===== src/rtl/tplr_pkg.sv =====
package tplr_pkg;

  localparam int SAMPLE_W  = 24;
  localparam int STATE_W   = 48;
  localparam int C1_W      = 18;
  localparam int C2_W      = 19;
  localparam int MUL_A_W   = 25;
  localparam int PROD_W    = MUL_A_W + C2_W;
  localparam int ACC_W     = STATE_W + C2_W;
  localparam int ALU_W     = 52;
  localparam int CFG_IDX_W = 2;
  localparam int CFG_W     = C2_W;

  localparam logic [CFG_IDX_W-1:0] REG_POLE_RADIUS  = 2'd0;
  localparam logic [CFG_IDX_W-1:0] REG_LATTICE_COEF = 2'd1;

  localparam logic [C1_W-1:0]        POLE_RADIUS_RST  = 18'd65536;
  localparam logic signed [C2_W-1:0] LATTICE_COEF_RST = 19'sd13107;

  localparam logic signed [SAMPLE_W-1:0] MAX24 = 24'sh7FFFFF;
  localparam logic signed [SAMPLE_W-1:0] MIN24 = 24'sh800000;
  localparam logic signed [STATE_W-1:0]  MAX48 = 48'sh7FFF_FFFF_FFFF;
  localparam logic signed [STATE_W-1:0]  MIN48 = 48'sh8000_0000_0000;

  typedef struct packed {
    logic signed [ALU_W-1:0] op_a;
    logic signed [ALU_W-1:0] op_b;
    logic                    sub;
  } alu_req_t;

  typedef struct packed {
    logic signed [STATE_W-1:0] res;
    logic                      sat;
  } alu_rsp_t;

  function automatic logic signed [ALU_W-1:0] ext48(input logic signed [STATE_W-1:0] v);
    return {{(ALU_W-STATE_W){v[STATE_W-1]}}, v};
  endfunction

endpackage


===== src/rtl/tplr_if.sv =====
interface tplr_in_if;
  logic                                  valid;
  logic                                  ready;
  logic signed [tplr_pkg::SAMPLE_W-1:0]  sample_in;

  modport source (output valid, output sample_in, input ready);
  modport sink   (input valid, input sample_in, output ready);
endinterface

interface tplr_out_if;
  logic                                  valid;
  logic                                  ready;
  logic signed [tplr_pkg::SAMPLE_W-1:0]  sample_out;
  logic                                  clipped;

  modport source (output valid, output sample_out, output clipped, input ready);
  modport sink   (input valid, input sample_out, input clipped, output ready);
endinterface


===== src/rtl/two_pole_lattice_resonator_unit.sv =====
// channel  | direction | payload                      | handshake
// in_ch    | in        | sample_in                    | valid / ready
// out_ch   | out       | sample_out, clipped          | valid / ready
// cfg_*    | in        | cfg_index, cfg_wdata         | cfg_we, no wait
//
// A new item is taken only once the last result has gone to the output register.
// The steps come from one 25x19 multiplier used six times (three 48-bit products,
// two halves each) and one saturating 52-bit adder used six times.
// in_ch.ready is high only while the sequencer is idle.
// A result waits in the output register; the last step holds while it is not taken.
// Synchronous reset clears both delay words, the clip flag and the output valid.
module two_pole_lattice_resonator_unit (
  input  logic                                clk,
  input  logic                                rst_n,
  tplr_in_if.sink                             in_ch,
  tplr_out_if.source                          out_ch,
  input  logic                                cfg_we,
  input  logic [tplr_pkg::CFG_IDX_W-1:0]      cfg_index,
  input  logic [tplr_pkg::CFG_W-1:0]          cfg_wdata
);

  localparam int SW = tplr_pkg::STATE_W;
  localparam int AW = tplr_pkg::ACC_W;
  localparam int LW = tplr_pkg::ALU_W;
  localparam int PW = tplr_pkg::PROD_W;
  localparam int XW = tplr_pkg::SAMPLE_W;

  localparam logic [3:0] ST_IDLE  = 4'd0;
  localparam logic [3:0] ST_A_LO  = 4'd1;
  localparam logic [3:0] ST_A_HI  = 4'd2;
  localparam logic [3:0] ST_B_LO  = 4'd3;
  localparam logic [3:0] ST_B_HI  = 4'd4;
  localparam logic [3:0] ST_B_ACC = 4'd5;
  localparam logic [3:0] ST_B_SAT = 4'd6;
  localparam logic [3:0] ST_D     = 4'd7;
  localparam logic [3:0] ST_M_LO  = 4'd8;
  localparam logic [3:0] ST_M_HI  = 4'd9;
  localparam logic [3:0] ST_M_ACC = 4'd10;
  localparam logic [3:0] ST_M_SAT = 4'd11;
  localparam logic [3:0] ST_Y     = 4'd12;
  localparam logic [3:0] ST_S2    = 4'd13;

  localparam logic signed [AW-1:0] HALF18 = 67'sd131072;
  localparam logic signed [AW-1:0] HALF17 = 67'sd65536;

  logic [3:0]                      state_r;
  logic [3:0]                      state_nxt;
  logic [tplr_pkg::C1_W-1:0]       pole_radius_r;
  logic signed [tplr_pkg::C2_W-1:0] lattice_coef_r;
  logic signed [SW-1:0]            first_delay_r;
  logic signed [SW-1:0]            second_delay_r;
  logic signed [XW-1:0]            x_r;
  logic signed [AW-1:0]            acc_r;
  logic signed [SW-1:0]            a_r;
  logic signed [SW-1:0]            b_r;
  logic signed [SW-1:0]            d_r;
  logic signed [SW-1:0]            m_r;
  logic                            flag_r;
  logic                            out_valid_r;
  logic signed [XW-1:0]            out_sample_r;
  logic                            out_clipped_r;

  logic                            in_take;
  logic                            out_free;
  logic                            finish;
  logic signed [tplr_pkg::MUL_A_W-1:0] mul_a;
  logic signed [tplr_pkg::C2_W-1:0]    mul_b;
  logic signed [PW-1:0]            prod;
  logic signed [AW-1:0]            prod_ext;
  logic signed [LW-1:0]            rnd18;
  logic signed [LW-1:0]            rnd17;
  tplr_pkg::alu_req_t              alu_req;
  tplr_pkg::alu_rsp_t              alu_rsp;
  logic                            clip24;
  logic signed [XW-1:0]            y24;

  assign in_ch.ready    = (state_r == ST_IDLE);
  assign in_take        = in_ch.valid && in_ch.ready;
  assign out_free       = !out_valid_r || out_ch.ready;
  assign finish         = (state_r == ST_S2) && out_free;
  assign out_ch.valid      = out_valid_r;
  assign out_ch.sample_out = out_sample_r;
  assign out_ch.clipped    = out_clipped_r;

  assign prod_ext = {{(AW-PW){prod[PW-1]}}, prod};
  assign rnd18    = {{(LW-(AW-18)){acc_r[AW-1]}}, acc_r[AW-1:18]};
  assign rnd17    = {{(LW-(AW-17)){acc_r[AW-1]}}, acc_r[AW-1:17]};

  assign clip24 = !((&first_delay_r[SW-1:XW-1]) || (~|first_delay_r[SW-1:XW-1]));
  assign y24    = clip24 ? (first_delay_r[SW-1] ? tplr_pkg::MIN24 : tplr_pkg::MAX24)
                         : first_delay_r[XW-1:0];

  always_comb begin
    mul_a = '0;
    mul_b = '0;
    unique case (state_r)
      ST_A_LO: begin
        mul_a = {1'b0, second_delay_r[23:0]};
        mul_b = {1'b0, pole_radius_r};
      end
      ST_A_HI: begin
        mul_a = {second_delay_r[SW-1], second_delay_r[SW-1:24]};
        mul_b = {1'b0, pole_radius_r};
      end
      ST_B_LO: begin
        mul_a = {1'b0, first_delay_r[23:0]};
        mul_b = {1'b0, pole_radius_r};
      end
      ST_B_HI: begin
        mul_a = {first_delay_r[SW-1], first_delay_r[SW-1:24]};
        mul_b = {1'b0, pole_radius_r};
      end
      ST_M_LO: begin
        mul_a = {1'b0, d_r[23:0]};
        mul_b = lattice_coef_r;
      end
      ST_M_HI: begin
        mul_a = {d_r[SW-1], d_r[SW-1:24]};
        mul_b = lattice_coef_r;
      end
      default: begin
        mul_a = '0;
        mul_b = '0;
      end
    endcase
  end

  always_comb begin
    alu_req = '0;
    unique case (state_r)
      ST_B_HI: begin
        alu_req.op_a = {{(LW-XW){x_r[XW-1]}}, x_r};
        alu_req.op_b = rnd18;
      end
      ST_B_SAT: begin
        alu_req.op_b = rnd18;
        alu_req.sub  = 1'b1;
      end
      ST_D: begin
        alu_req.op_a = tplr_pkg::ext48(a_r);
        alu_req.op_b = tplr_pkg::ext48(b_r);
        alu_req.sub  = 1'b1;
      end
      ST_M_SAT: begin
        alu_req.op_b = rnd17;
      end
      ST_Y: begin
        alu_req.op_a = tplr_pkg::ext48(m_r);
        alu_req.op_b = tplr_pkg::ext48(a_r);
      end
      ST_S2: begin
        alu_req.op_a = tplr_pkg::ext48(b_r);
        alu_req.op_b = tplr_pkg::ext48(m_r);
      end
      default: begin
        alu_req = '0;
      end
    endcase
  end

  always_comb begin
    state_nxt = state_r;
    unique case (state_r)
      ST_IDLE: begin
        if (in_take) begin
          state_nxt = ST_A_LO;
        end
      end
      ST_S2: begin
        if (out_free) begin
          state_nxt = ST_IDLE;
        end
      end
      default: begin
        state_nxt = state_r + 4'd1;
      end
    endcase
  end

  tplr_mul u_mul (
    .clk  (clk),
    .op_a (mul_a),
    .op_b (mul_b),
    .prod (prod)
  );

  tplr_alu u_alu (
    .req (alu_req),
    .rsp (alu_rsp)
  );

  always_ff @(posedge clk) begin
    if (!rst_n) begin
      state_r        <= ST_IDLE;
      pole_radius_r  <= tplr_pkg::POLE_RADIUS_RST;
      lattice_coef_r <= tplr_pkg::LATTICE_COEF_RST;
      first_delay_r  <= '0;
      second_delay_r <= '0;
      flag_r         <= 1'b0;
      out_valid_r    <= 1'b0;
    end else begin
      state_r <= state_nxt;
      if (cfg_we) begin
        unique case (cfg_index)
          tplr_pkg::REG_POLE_RADIUS:  pole_radius_r  <= cfg_wdata[tplr_pkg::C1_W-1:0];
          tplr_pkg::REG_LATTICE_COEF: lattice_coef_r <= cfg_wdata;
          default: ;
        endcase
      end
      if (in_take) begin
        flag_r <= 1'b0;
      end else if (state_r == ST_B_HI || state_r == ST_B_SAT || state_r == ST_D ||
                   state_r == ST_M_SAT || state_r == ST_Y) begin
        flag_r <= flag_r | alu_rsp.sat;
      end
      if (state_r == ST_Y) begin
        first_delay_r <= alu_rsp.res;
      end
      if (finish) begin
        second_delay_r <= alu_rsp.res;
        out_valid_r    <= 1'b1;
      end else if (out_ch.ready) begin
        out_valid_r <= 1'b0;
      end
    end
  end

  always_ff @(posedge clk) begin
    if (in_take) begin
      x_r <= in_ch.sample_in;
    end
    unique case (state_r)
      ST_A_HI:  acc_r <= prod_ext + HALF18;
      ST_B_LO:  acc_r <= acc_r + (prod_ext <<< 24);
      ST_B_HI:  acc_r <= prod_ext + HALF18;
      ST_B_ACC: acc_r <= acc_r + (prod_ext <<< 24);
      ST_M_HI:  acc_r <= prod_ext + HALF17;
      ST_M_ACC: acc_r <= acc_r + (prod_ext <<< 24);
      default: ;
    endcase
    if (state_r == ST_B_HI) begin
      a_r <= alu_rsp.res;
    end
    if (state_r == ST_B_SAT) begin
      b_r <= alu_rsp.res;
    end
    if (state_r == ST_D) begin
      d_r <= alu_rsp.res;
    end
    if (state_r == ST_M_SAT) begin
      m_r <= alu_rsp.res;
    end
    if (finish) begin
      out_sample_r  <= y24;
      out_clipped_r <= flag_r | alu_rsp.sat | clip24;
    end
  end

endmodule


===== src/rtl/tplr_mul.sv =====
module tplr_mul (
  input  logic                                 clk,
  input  logic signed [tplr_pkg::MUL_A_W-1:0]  op_a,
  input  logic signed [tplr_pkg::C2_W-1:0]     op_b,
  output logic signed [tplr_pkg::PROD_W-1:0]   prod
);

  logic signed [tplr_pkg::PROD_W-1:0] prod_r;
  logic signed [tplr_pkg::PROD_W-1:0] prod_nxt;

  assign prod_nxt = tplr_pkg::PROD_W'(op_a) * tplr_pkg::PROD_W'(op_b);

  always_ff @(posedge clk) begin
    prod_r <= prod_nxt;
  end

  assign prod = prod_r;

endmodule


===== src/rtl/tplr_alu.sv =====
module tplr_alu (
  input  tplr_pkg::alu_req_t req,
  output tplr_pkg::alu_rsp_t rsp
);

  localparam int SUM_W = tplr_pkg::ALU_W + 1;
  localparam int TOP_W = SUM_W - tplr_pkg::STATE_W + 1;

  logic signed [SUM_W-1:0] a_ext;
  logic signed [SUM_W-1:0] b_ext;
  logic signed [SUM_W-1:0] sum;
  logic [TOP_W-1:0]        top;
  logic                    ovf;

  assign a_ext = {req.op_a[tplr_pkg::ALU_W-1], req.op_a};
  assign b_ext = {req.op_b[tplr_pkg::ALU_W-1], req.op_b};
  assign sum   = req.sub ? (a_ext - b_ext) : (a_ext + b_ext);
  assign top   = sum[SUM_W-1:tplr_pkg::STATE_W-1];
  assign ovf   = !((&top) || (~|top));

  always_comb begin
    rsp.sat = ovf;
    if (!ovf) begin
      rsp.res = sum[tplr_pkg::STATE_W-1:0];
    end else if (sum[SUM_W-1]) begin
      rsp.res = tplr_pkg::MIN48;
    end else begin
      rsp.res = tplr_pkg::MAX48;
    end
  end

endmodule


===== src/flat_wrapper.sv =====
// flat-port wrapper written by rule: the top's interface ports become plain ports
module two_pole_lattice_resonator_unit_flat 
  (clk, rst_n, cfg_we, cfg_index, cfg_wdata, in_ch_valid, in_ch_sample_in, in_ch_ready, out_ch_valid, out_ch_sample_out, out_ch_clipped, out_ch_ready);
  tplr_in_if in_ch_i ();
  tplr_out_if out_ch_i ();
  input  logic clk;
  input  logic rst_n;
  input  logic cfg_we;
  input  logic [tplr_pkg::CFG_IDX_W-1:0] cfg_index;
  input  logic [tplr_pkg::CFG_W-1:0] cfg_wdata;
  input wire logic [$bits(in_ch_i.valid)-1:0] in_ch_valid;
  input wire logic [$bits(in_ch_i.sample_in)-1:0] in_ch_sample_in;
  output wire logic [$bits(in_ch_i.ready)-1:0] in_ch_ready;
  output wire logic [$bits(out_ch_i.valid)-1:0] out_ch_valid;
  output wire logic [$bits(out_ch_i.sample_out)-1:0] out_ch_sample_out;
  output wire logic [$bits(out_ch_i.clipped)-1:0] out_ch_clipped;
  input wire logic [$bits(out_ch_i.ready)-1:0] out_ch_ready;
  assign in_ch_i.valid = in_ch_valid;
  assign in_ch_i.sample_in = in_ch_sample_in;
  assign in_ch_ready = in_ch_i.ready;
  assign out_ch_valid = out_ch_i.valid;
  assign out_ch_sample_out = out_ch_i.sample_out;
  assign out_ch_clipped = out_ch_i.clipped;
  assign out_ch_i.ready = out_ch_ready;
  two_pole_lattice_resonator_unit u_core (.clk(clk), .rst_n(rst_n), .in_ch(in_ch_i), .out_ch(out_ch_i), .cfg_we(cfg_we), .cfg_index(cfg_index), .cfg_wdata(cfg_wdata));
endmodule

===== config.mk =====
export PLATFORM = sky130hd
export DESIGN_NAME = two_pole_lattice_resonator_unit_flat
export DESIGN_NICKNAME = d
export VERILOG_FILES = /design/src/rtl/tplr_pkg.sv /design/src/rtl/tplr_if.sv /design/src/rtl/two_pole_lattice_resonator_unit.sv /design/src/rtl/tplr_mul.sv /design/src/rtl/tplr_alu.sv /design/src/flat_wrapper.sv
export SDC_FILE = /design/constraint.sdc
export NUM_CORES = 2
export LEC_CHECK = 0
export BUFFER_PORTS_ARGS = -buffer_cell sky130_fd_sc_hd__buf_4
export CORE_MARGIN = 10
export CORE_UTILIZATION = 55
export DETAILED_ROUTE_END_ITERATION = 12
export HOLD_SLACK_MARGIN = 0.15
export PLACE_DENSITY_LB_ADDON = 0.2
export SLEW_MARGIN = 40
export SYNTH_ARGS = -nofsm -noshare
export SYNTH_HDL_FRONTEND = slang
export SYNTH_HIERARCHICAL = 1
export SYNTH_SLANG_ARGS = --single-unit

===== constraint.sdc =====
create_clock -name clk -period 14.9 [get_ports clk]
set_clock_uncertainty 0.1 [all_clocks]
set_input_delay 1.49 -clock clk [delete_from_list [all_inputs] [get_ports clk]]
set_output_delay 1.49 -clock clk [all_outputs]
set_load 0.005 [all_outputs]

== After elaboration in Yosys (flattened, before gate mapping) ==
Index checks and enable logic that the tools add are counted.

* Flip-flop bits (word level): 491
* Latch bits: 0
* Memory bits (writable): 0
* ROM bits: 0
* Memories kept: 0

* $add $sub $neg: 6
* $mul: 1
* Divide/modulo/power cells: 0
* Magnitude comparators: 0
* Eq/ne operators: 16
* Shift-type cells: 0
* Multiplexer cells: 16
* Bitwise logic cells: 3
* Reduce and logical (&&, ||, !) cells: 32

{| class="wikitable"
|+ Operator list
! cell !! count
|-
| $pmux 52 s5 || 1
|-
| $pmux 52 s4 || 1
|-
| $pmux 67 s3 || 1
|-
| $pmux 25 s6 || 1
|-
| $mux 48 || 2
|-
| $add 67x67->67 || 1
|-
| $add 52x52->53 || 1
|-
| $mux 53 || 1
|-
| $sub 52x52->53 || 1
|-
| $mux 24 || 2
|-
| $add 44x18->45 const B || 1
|-
| $add 44x19->45 const B || 1
|-
| $mul 25x19->44 || 1
|-
| $pmux 19 s2 || 1
|-
| $reduce_and 25->1 || 1
|-
| $reduce_or 25->1 || 1
|-
| $eq 4x4->1 const B || 6
|-
| $eq 4x3->1 const B || 4
|-
| $reduce_or 2->1 || 5
|-
| $eq 4x2->1 const B || 2
|-
| $mux 4 || 2
|-
| $pmux 4 s2 || 1
|-
| $logic_or 1x1->1 || 7
|-
| $reduce_and 2->1 || 3
|-
| 18 further kinds || 26
|}

== Longest topological paths before layout ==
* Depth after elaboration: 11
* Gate-level depth with buffers: 33
* Gate-level depth less buffers: 29

== Hierarchy ==
The synthesis kept the hierarchy.

{| class="wikitable"
|+ Modules (own cells, without submodules)
! module !! times used !! cells an instance !! area each (µm²)
|-
| two_pole_lattice_resonator_unit || 1 || 2,054 || 21,051.4
|-
| tplr_mul || 1 || 1,901 || 17,943.5
|-
| tplr_alu || 1 || 797 || 5,124.9
|}

== Worst setup path after synthesis ==
Ideal clock, no wire load.

* Path kind: register to register
* From: reg u_core.state_r[3]
* To: reg u_core.u_mul.prod_r, in the netlist u_core/u_mul/prod[34]
* Library setup time: 0.095 ns
* Data arrival time: 8.853 ns
* Data required time: 14.705 ns
* Path slack: 5.852 ns
* Stages on the path, launching flop included: 30
* Cell sequence: dfxtp_1 -> buf_2 -> nor2b_1 -> and2_1 -> clkbuf_1 -> clkbuf_1 -> clkbuf_1 -> a22oi_1 -> nand3_1 -> clkbuf_1 -> clkbuf_1 -> nand2_1 -> fa_1 -> fa_1 -> fa_1 -> inv_1 -> fa_1 -> fa_1 -> fa_1 -> ha_1 -> ha_1 -> buf_6 -> a21o_1 -> a2111oi_2 -> nand2_1 -> o22ai_2 -> a211oi_2 -> o21ai_2 -> or4b_1 -> o311ai_1

{| class="wikitable"
|+ RTL lines
! element !! line !! source
|-
| start: declaration || two_pole_lattice_resonator_unit.sv:46 || <nowiki>logic [3:0] state_r;</nowiki>
|-
| start signal: assignment || two_pole_lattice_resonator_unit.sv:202 || <nowiki>state_r <= state_nxt;</nowiki>
|-
| $eq 4x4->1 (tied with other cells) || two_pole_lattice_resonator_unit.sv:96 || <nowiki>unique case (state_r)</nowiki>
|-
| $pmux 25 s6 (*) || two_pole_lattice_resonator_unit.sv:96 ||
|-
| via u_core.mul_a, one bit || two_pole_lattice_resonator_unit.sv:66 || <nowiki>logic signed [tplr_pkg::MUL_A_W-1:0] mul_a;</nowiki>
|-
| $mul 25x19->44 (*) || tplr_mul.sv:11 || <nowiki>assign prod_nxt = tplr_pkg::PROD_W'(op_a) * tplr_pkg::PROD_W'(op_b);</nowiki>
|-
| via u_core.u_mul.prod_nxt, one bit || tplr_mul.sv:9 || <nowiki>logic signed [tplr_pkg::PROD_W-1:0] prod_nxt;</nowiki>
|-
| end signal: assignment || tplr_mul.sv:14 || <nowiki>prod_r <= prod_nxt;</nowiki>
|-
| end: declaration || tplr_mul.sv:8 || <nowiki>logic signed [tplr_pkg::PROD_W-1:0] prod_r;</nowiki>
|}

The timed path passes the listed nets; every way through them passes the cells marked *.
A chain may end at the register's enable or synchronous reset.

== Worst setup path in the final report ==
* From: reg u_core.state_r[3]
* To: reg u_core.u_mul.prod_r, in the netlist u_core/u_mul/prod[42]

* Longest elaborated chain between the ends: 4

{| class="wikitable"
|+ RTL lines
! element !! line !! source
|-
| $eq 4x1->1 (tied with other cells) || two_pole_lattice_resonator_unit.sv:96 ||
|-
| $reduce_or 4->1 (no source line) / $reduce_or 2->1 (equally long branches) || n/a ||
|-
| $pmux 19 s2 (*) || two_pole_lattice_resonator_unit.sv:96 ||
|-
| via u_core.mul_b, one bit || two_pole_lattice_resonator_unit.sv:67 || <nowiki>logic signed [tplr_pkg::C2_W-1:0] mul_b;</nowiki>
|-
| $mul 25x19->44 (*) || tplr_mul.sv:11 ||
|-
| via u_core.u_mul.prod_nxt, one bit || tplr_mul.sv:9 ||
|}

Marks and branches as above.

==> impl.org <==
** Routing
- After detailed routing, no signal wire sits above met4.
- Summed over all nets, wire length on met3 after detailed routing comes to 10400 um.
- Drc violations :: 0
- Wire length the detailed router placed on met1 :: 51300 um
- Via-per-instance ratio :: 6.08
- Avg WL per Cell :: 22.1 um
- The final layout contains routed wiring with a total length of 127000 um.
- Detailed routing placed a total of 59000 um of wire on met2.
- First-pass iteration count of the detailed router :: 6
- The first routing iteration left 3213 violations.
- Post-route antenna net violation count :: 0
- Number of vias after detailed routing :: 34916

** Worst setup path
- Required time reported for the critical path endpoint :: 15.28 ns
- The setup check on the worst reg-to-reg path leaves a slack of 5.48 ns.
- Crit Path Max Fanout :: 26
- Crit Path Class :: reg2reg
- CP Launch Type :: flip-flop
- The worst setup path is captured at a flip-flop.
- For the worst setup path, the data arrival time is 9.80 ns.

** Yosys
- In this run, synthesis inferred 291 flip-flops with an integrated enable.
- The Yosys step of the flow raised 6 warnings.
- Post-Syn Area :: 0.0441 mm2
- Flip-flop and latch count after synthesis :: 474
- Of the synthesized area, sequential elements account for 0.281.
- Mean cell area of the mapped netlist :: 9.28 um2
- Mapped Cells :: 4752
- The most used flip-flop cell after synthesis is sky130_fd_sc_hd__edfxtp_1.
- Mapped Nets :: 5501
- In the synthesized netlist the async set-or-reset flop fraction comes to 0.
- The synthesized netlist contains 103 unique library cells.

** Timing
- The final number of hold-violating endpoints is 0.
- Worst Max-Slew Pin Slew :: 0.905 ns
- Setup repair after global routing missed its margin :: false
- In the finished design, the share of the clock period the worst path needs comes to 0.632.
- The number of pins exceeding their max-slew limit in the final report was 0.
- Across all hold checks on the routed design, the worst slack comes to 0.364 ns.
- Setup TNS after final layout :: 0 ns
- For the finished layout, the period the worst path requires is 9.42 ns.
- Number of setup violations in the final report :: 0
- Measured against its own limit, the worst slew margin works out to 0.396.
- Maximum operating frequency :: 106 MHz

** Placement
- Count of buffers from port buffering :: 76
- At the end of routability-driven placement, the weighted congestion stood at 0.957.
- DP HPWL :: 95700 um
- In this run the cell area measured after placement is 0.0455 mm2.

** Pwr
- Proportion of total power due to net switching :: 0.455
- Sequential share of power :: 0.319
- Overall power consumption after layout is estimated at 0.00563 W.
- The analysis attributes to cell leakage a power of 20.9 nW.
- VDD sags by at most 252 uV.
- Combinational Power Share :: 0.466
- Dividing total power by cell area gives a power density of 120 mW/mm2.
- Internal Pwr Total :: 0.00307 W
- Sw Pwr :: 0.00257 W
- Part of the power in the clock network :: 0.214

** Floorplan
- Standard cell core area :: 0.0793 mm2
- For this configuration, the core starts out at a cell density of 0.557.
- Die outline height :: 303 um
- Pin placement for this block handled 77 I/O pins.
- The floorplan step defined a die boundary enclosing 0.0919 mm2.
- In this run the horizontal extent of the chip is 303 um.
- Rows :: 103

** Clock tree
- Inserted Clock Buffers :: 49
- Buffer count from post-CTS setup fixing :: 0
- After clock tree synthesis, the clock-pin slew on the worst setup and hold paths is 0.06 ns.
- Clock latency of the later-clocked register in the worst-skew pair :: 0.62 ns
- Number of buffers added to fix hold violations after cts :: 0
- Clock tree synthesis selected as its root buffer the cell sky130_fd_sc_hd__clkbuf_16.
- Num Clock Sinks :: 474
- The H-tree was split into 2 levels.
- Maximum root-to-sink buffer count :: 3
- Clock tree from TritonCTS :: done
- Number of gates resized after cts :: 0

** GRT
- Via count of the first global-routing pass :: 34577
- Across every metal layer, demand over resource in global routing totals 0.274.
- After global routing the overflow that remains totals 0.
- Entering global routing, the biggest net connects 78 pins.
- The first global-routing pass estimated 199000 um of wire.
- The number of antenna violations at the first check in global routing is 0.

** Cells and area
- The area growth from synthesis to layout is 6.75%.
- Number of diodes :: 0
- The final layout contains 5406 nets.
- Once layout is complete, the utilization of the core stands at 0.594.
- Share of layout cells above drive strength 1 :: 0.0703
- Once layout is done, the placed cells without fillers occupy 0.0471 mm2.

** Outcome
- Result of the run :: finished clean

** Min path
- The worst hold path belongs to the class reg2reg.

** Job
- Max-cap violations in this run came to 0.
==> layout by cell type (no fill, tap or decap), types with 67 or more instances in the layout <==
master | synthesis | routed
sky130_fd_sc_hd__nand3_1 | 174 | 160
sky130_fd_sc_hd__xnor2_1 | 140 | 140
sky130_fd_sc_hd__nand4_1 | 67 | 67
sky130_fd_sc_hd__nor2_1 | 207 | 207
sky130_fd_sc_hd__fa_1 | 473 | 472
sky130_fd_sc_hd__dfxtp_1 | 183 | 183
sky130_fd_sc_hd__and2_1 | 245 | 241
sky130_fd_sc_hd__o21ai_0 | 106 | 105
sky130_fd_sc_hd__a22oi_1 | 209 | 209
sky130_fd_sc_hd__a21oi_1 | 215 | 203
sky130_fd_sc_hd__inv_1 | 491 | 489
sky130_fd_sc_hd__nand2_1 | 711 | 708
sky130_fd_sc_hd__ha_1 | 226 | 226
sky130_fd_sc_hd__edfxtp_1 | 291 | 291
sky130_fd_sc_hd__buf_4 | 1 | 132
sky130_fd_sc_hd__a21boi_0 | 134 | 134
==> Yosys cell counts, types with 6 or more instances <==
cell,instances,area (um2)
sky130_fd_sc_hd__a21boi_0,134,1010
sky130_fd_sc_hd__and2_1,245,1530
sky130_fd_sc_hd__nand2_1,711,2670
sky130_fd_sc_hd__buf_2,20,100
sky130_fd_sc_hd__fa_1,473,9470
sky130_fd_sc_hd__o21ai_0,106,531
sky130_fd_sc_hd__nor3b_1,7,52.6
sky130_fd_sc_hd__a21oi_1,215,1080
sky130_fd_sc_hd__mux2i_1,9,90.1
sky130_fd_sc_hd__o21ai_2,9,78.8
sky130_fd_sc_hd__edfxtp_1,291,8740
sky130_fd_sc_hd__nand2b_1,18,113
sky130_fd_sc_hd__a22oi_1,209,1570
sky130_fd_sc_hd__a31oi_1,21,131
sky130_fd_sc_hd__clkbuf_1,244,916
sky130_fd_sc_hd__o211a_1,6,60.1
sky130_fd_sc_hd__o21ai_1,11,55.1
sky130_fd_sc_hd__a311oi_1,6,52.6
sky130_fd_sc_hd__nand3_1,174,871
sky130_fd_sc_hd__or2_2,7,43.8
sky130_fd_sc_hd__nor2b_1,11,68.8
sky130_fd_sc_hd__a211oi_1,16,120
sky130_fd_sc_hd__or3_1,12,75.1
sky130_fd_sc_hd__ha_1,226,2830
sky130_fd_sc_hd__buf_1,11,41.3
sky130_fd_sc_hd__nor3_1,49,245
sky130_fd_sc_hd__nor4_1,20,125
sky130_fd_sc_hd__o22ai_1,11,68.8
sky130_fd_sc_hd__o21a_1,24,180
sky130_fd_sc_hd__nor2_1,207,777
sky130_fd_sc_hd__dfxtp_1,183,3660
sky130_fd_sc_hd__a22o_1,36,315
sky130_fd_sc_hd__o31ai_1,10,75.1
sky130_fd_sc_hd__o21bai_1,22,165
sky130_fd_sc_hd__o211ai_1,13,97.6
sky130_fd_sc_hd__xnor2_1,140,1230
sky130_fd_sc_hd__nand4_1,67,419
sky130_fd_sc_hd__xor2_1,48,420
sky130_fd_sc_hd__and3_1,29,181
sky130_fd_sc_hd__a221o_1,22,220
sky130_fd_sc_hd__and4_1,6,52.6
sky130_fd_sc_hd__a21o_1,62,465
sky130_fd_sc_hd__inv_1,491,1840
==> path summary, 6_finish.rpt <==
check / startpoint / cells after the start / endpoint
setup reg to reg: u_core/state_r[3] / 25 / u_core/u_mul/prod[42]
hold / removal: u_core/second_delay_r[11] / 2 / u_core/second_delay_r[11]
setup / recovery: u_core/state_r[3] / 25 / u_core/u_mul/prod[42]
hold reg to reg: u_core/second_delay_r[11] / 2 / u_core/second_delay_r[11]
==> critical path, cell delays in order (launching register included) <==
cell,delay (ns)
sky130_fd_sc_hd__dfxtp_1,0.52
sky130_fd_sc_hd__nor2b_1,0.28
sky130_fd_sc_hd__and2_1,0.50
sky130_fd_sc_hd__buf_4,0.45
sky130_fd_sc_hd__or2_2,0.45
sky130_fd_sc_hd__a22o_1,0.72
sky130_fd_sc_hd__nand2_1,0.22
sky130_fd_sc_hd__inv_1,0.17
sky130_fd_sc_hd__fa_1,0.57
sky130_fd_sc_hd__inv_1,0.13
sky130_fd_sc_hd__fa_1,0.47
sky130_fd_sc_hd__fa_2,0.86
sky130_fd_sc_hd__inv_1,0.16
sky130_fd_sc_hd__fa_1,0.57
sky130_fd_sc_hd__fa_1,0.45
sky130_fd_sc_hd__fa_1,0.44
sky130_fd_sc_hd__ha_1,0.29
sky130_fd_sc_hd__ha_1,0.40
sky130_fd_sc_hd__and3_1,0.24
sky130_fd_sc_hd__nand2_1,0.11
sky130_fd_sc_hd__nor3_1,0.07
sky130_fd_sc_hd__a22oi_1,0.25
sky130_fd_sc_hd__nand2_1,0.08
sky130_fd_sc_hd__o221ai_1,0.35
sky130_fd_sc_hd__mux2i_1,0.24
sky130_fd_sc_hd__o2111ai_1,0.12
==> per-stage QoR <==
stage | std cells | setup slack, ns
3_5_place_dp | 5655 | 5.22
2_1_floorplan | 4752 | 5.85
3_3_place_gp | 5654 | 5.40
4_1_cts | 5746 | 5.16
5_1_grt | 5747 | 4.85
6_report | 5747 | 5.48
==> logic make-up after synthesis <==
kind of cell | synth area share
buffers and inverters | 0.0672
and+or+nand+nor | 0.170
muxes | 0.00230
DFF | 0.281
AOI/OAI and AO/OA | 0.163
adders and majority gates | 0.279
xor gates and xnor gates | 0.0373
==> cell type report <==
cell class / count / area [um2]
tap: 1050 / 1310
fill: 6915 / 32200
timing repair buffer: 135 / 1030
multi-input combinational: 3506 / 28900
sequential: 474 / 12400
clock inverter: 22 / 214
inverter: 491 / 1840
clock buffer: 69 / 1360
==> flip-flops by register name, summed over array words and instances, names as in the netlist, 19 cells and up <==
| name | flops |
|---|---|
| u_core/b_r | 48 |
| u_core/acc_r | 50 |
| u_core/first_delay_r | 48 |
| u_core/out_ch.sample_out | 24 |
| u_core/d_r | 48 |
| u_core/x_r | 24 |
| u_core/lattice_coef_r | 19 |
| u_core/u_mul/prod | 44 |
| u_core/a_r | 48 |
| u_core/m_r | 48 |
| u_core/second_delay_r | 48 |
==> power groups by stage <==
stage / Sequential (W) / Clock, W / Combinational, W
after floorplan: 0.00179 / 0 / 0.00139
after global placement: 0.00183 / 0 / 0.00246
after detailed placement: 0.00182 / 0 / 0.00255
after CTS: 0.00180 / 0.00123 / 0.00256
after global routing: 0.00180 / 0.00128 / 0.00272
final: 0.00180 / 0.00121 / 0.00262
==> routing by layer <==
layer,track usage,vias to the layer above
met2,0.442,1425
met1,0.366,17269
met5,0,-
met3,0.0413,240
li1,-,15982
met4,0.118,0
Power figures use the tool's default switching activity.
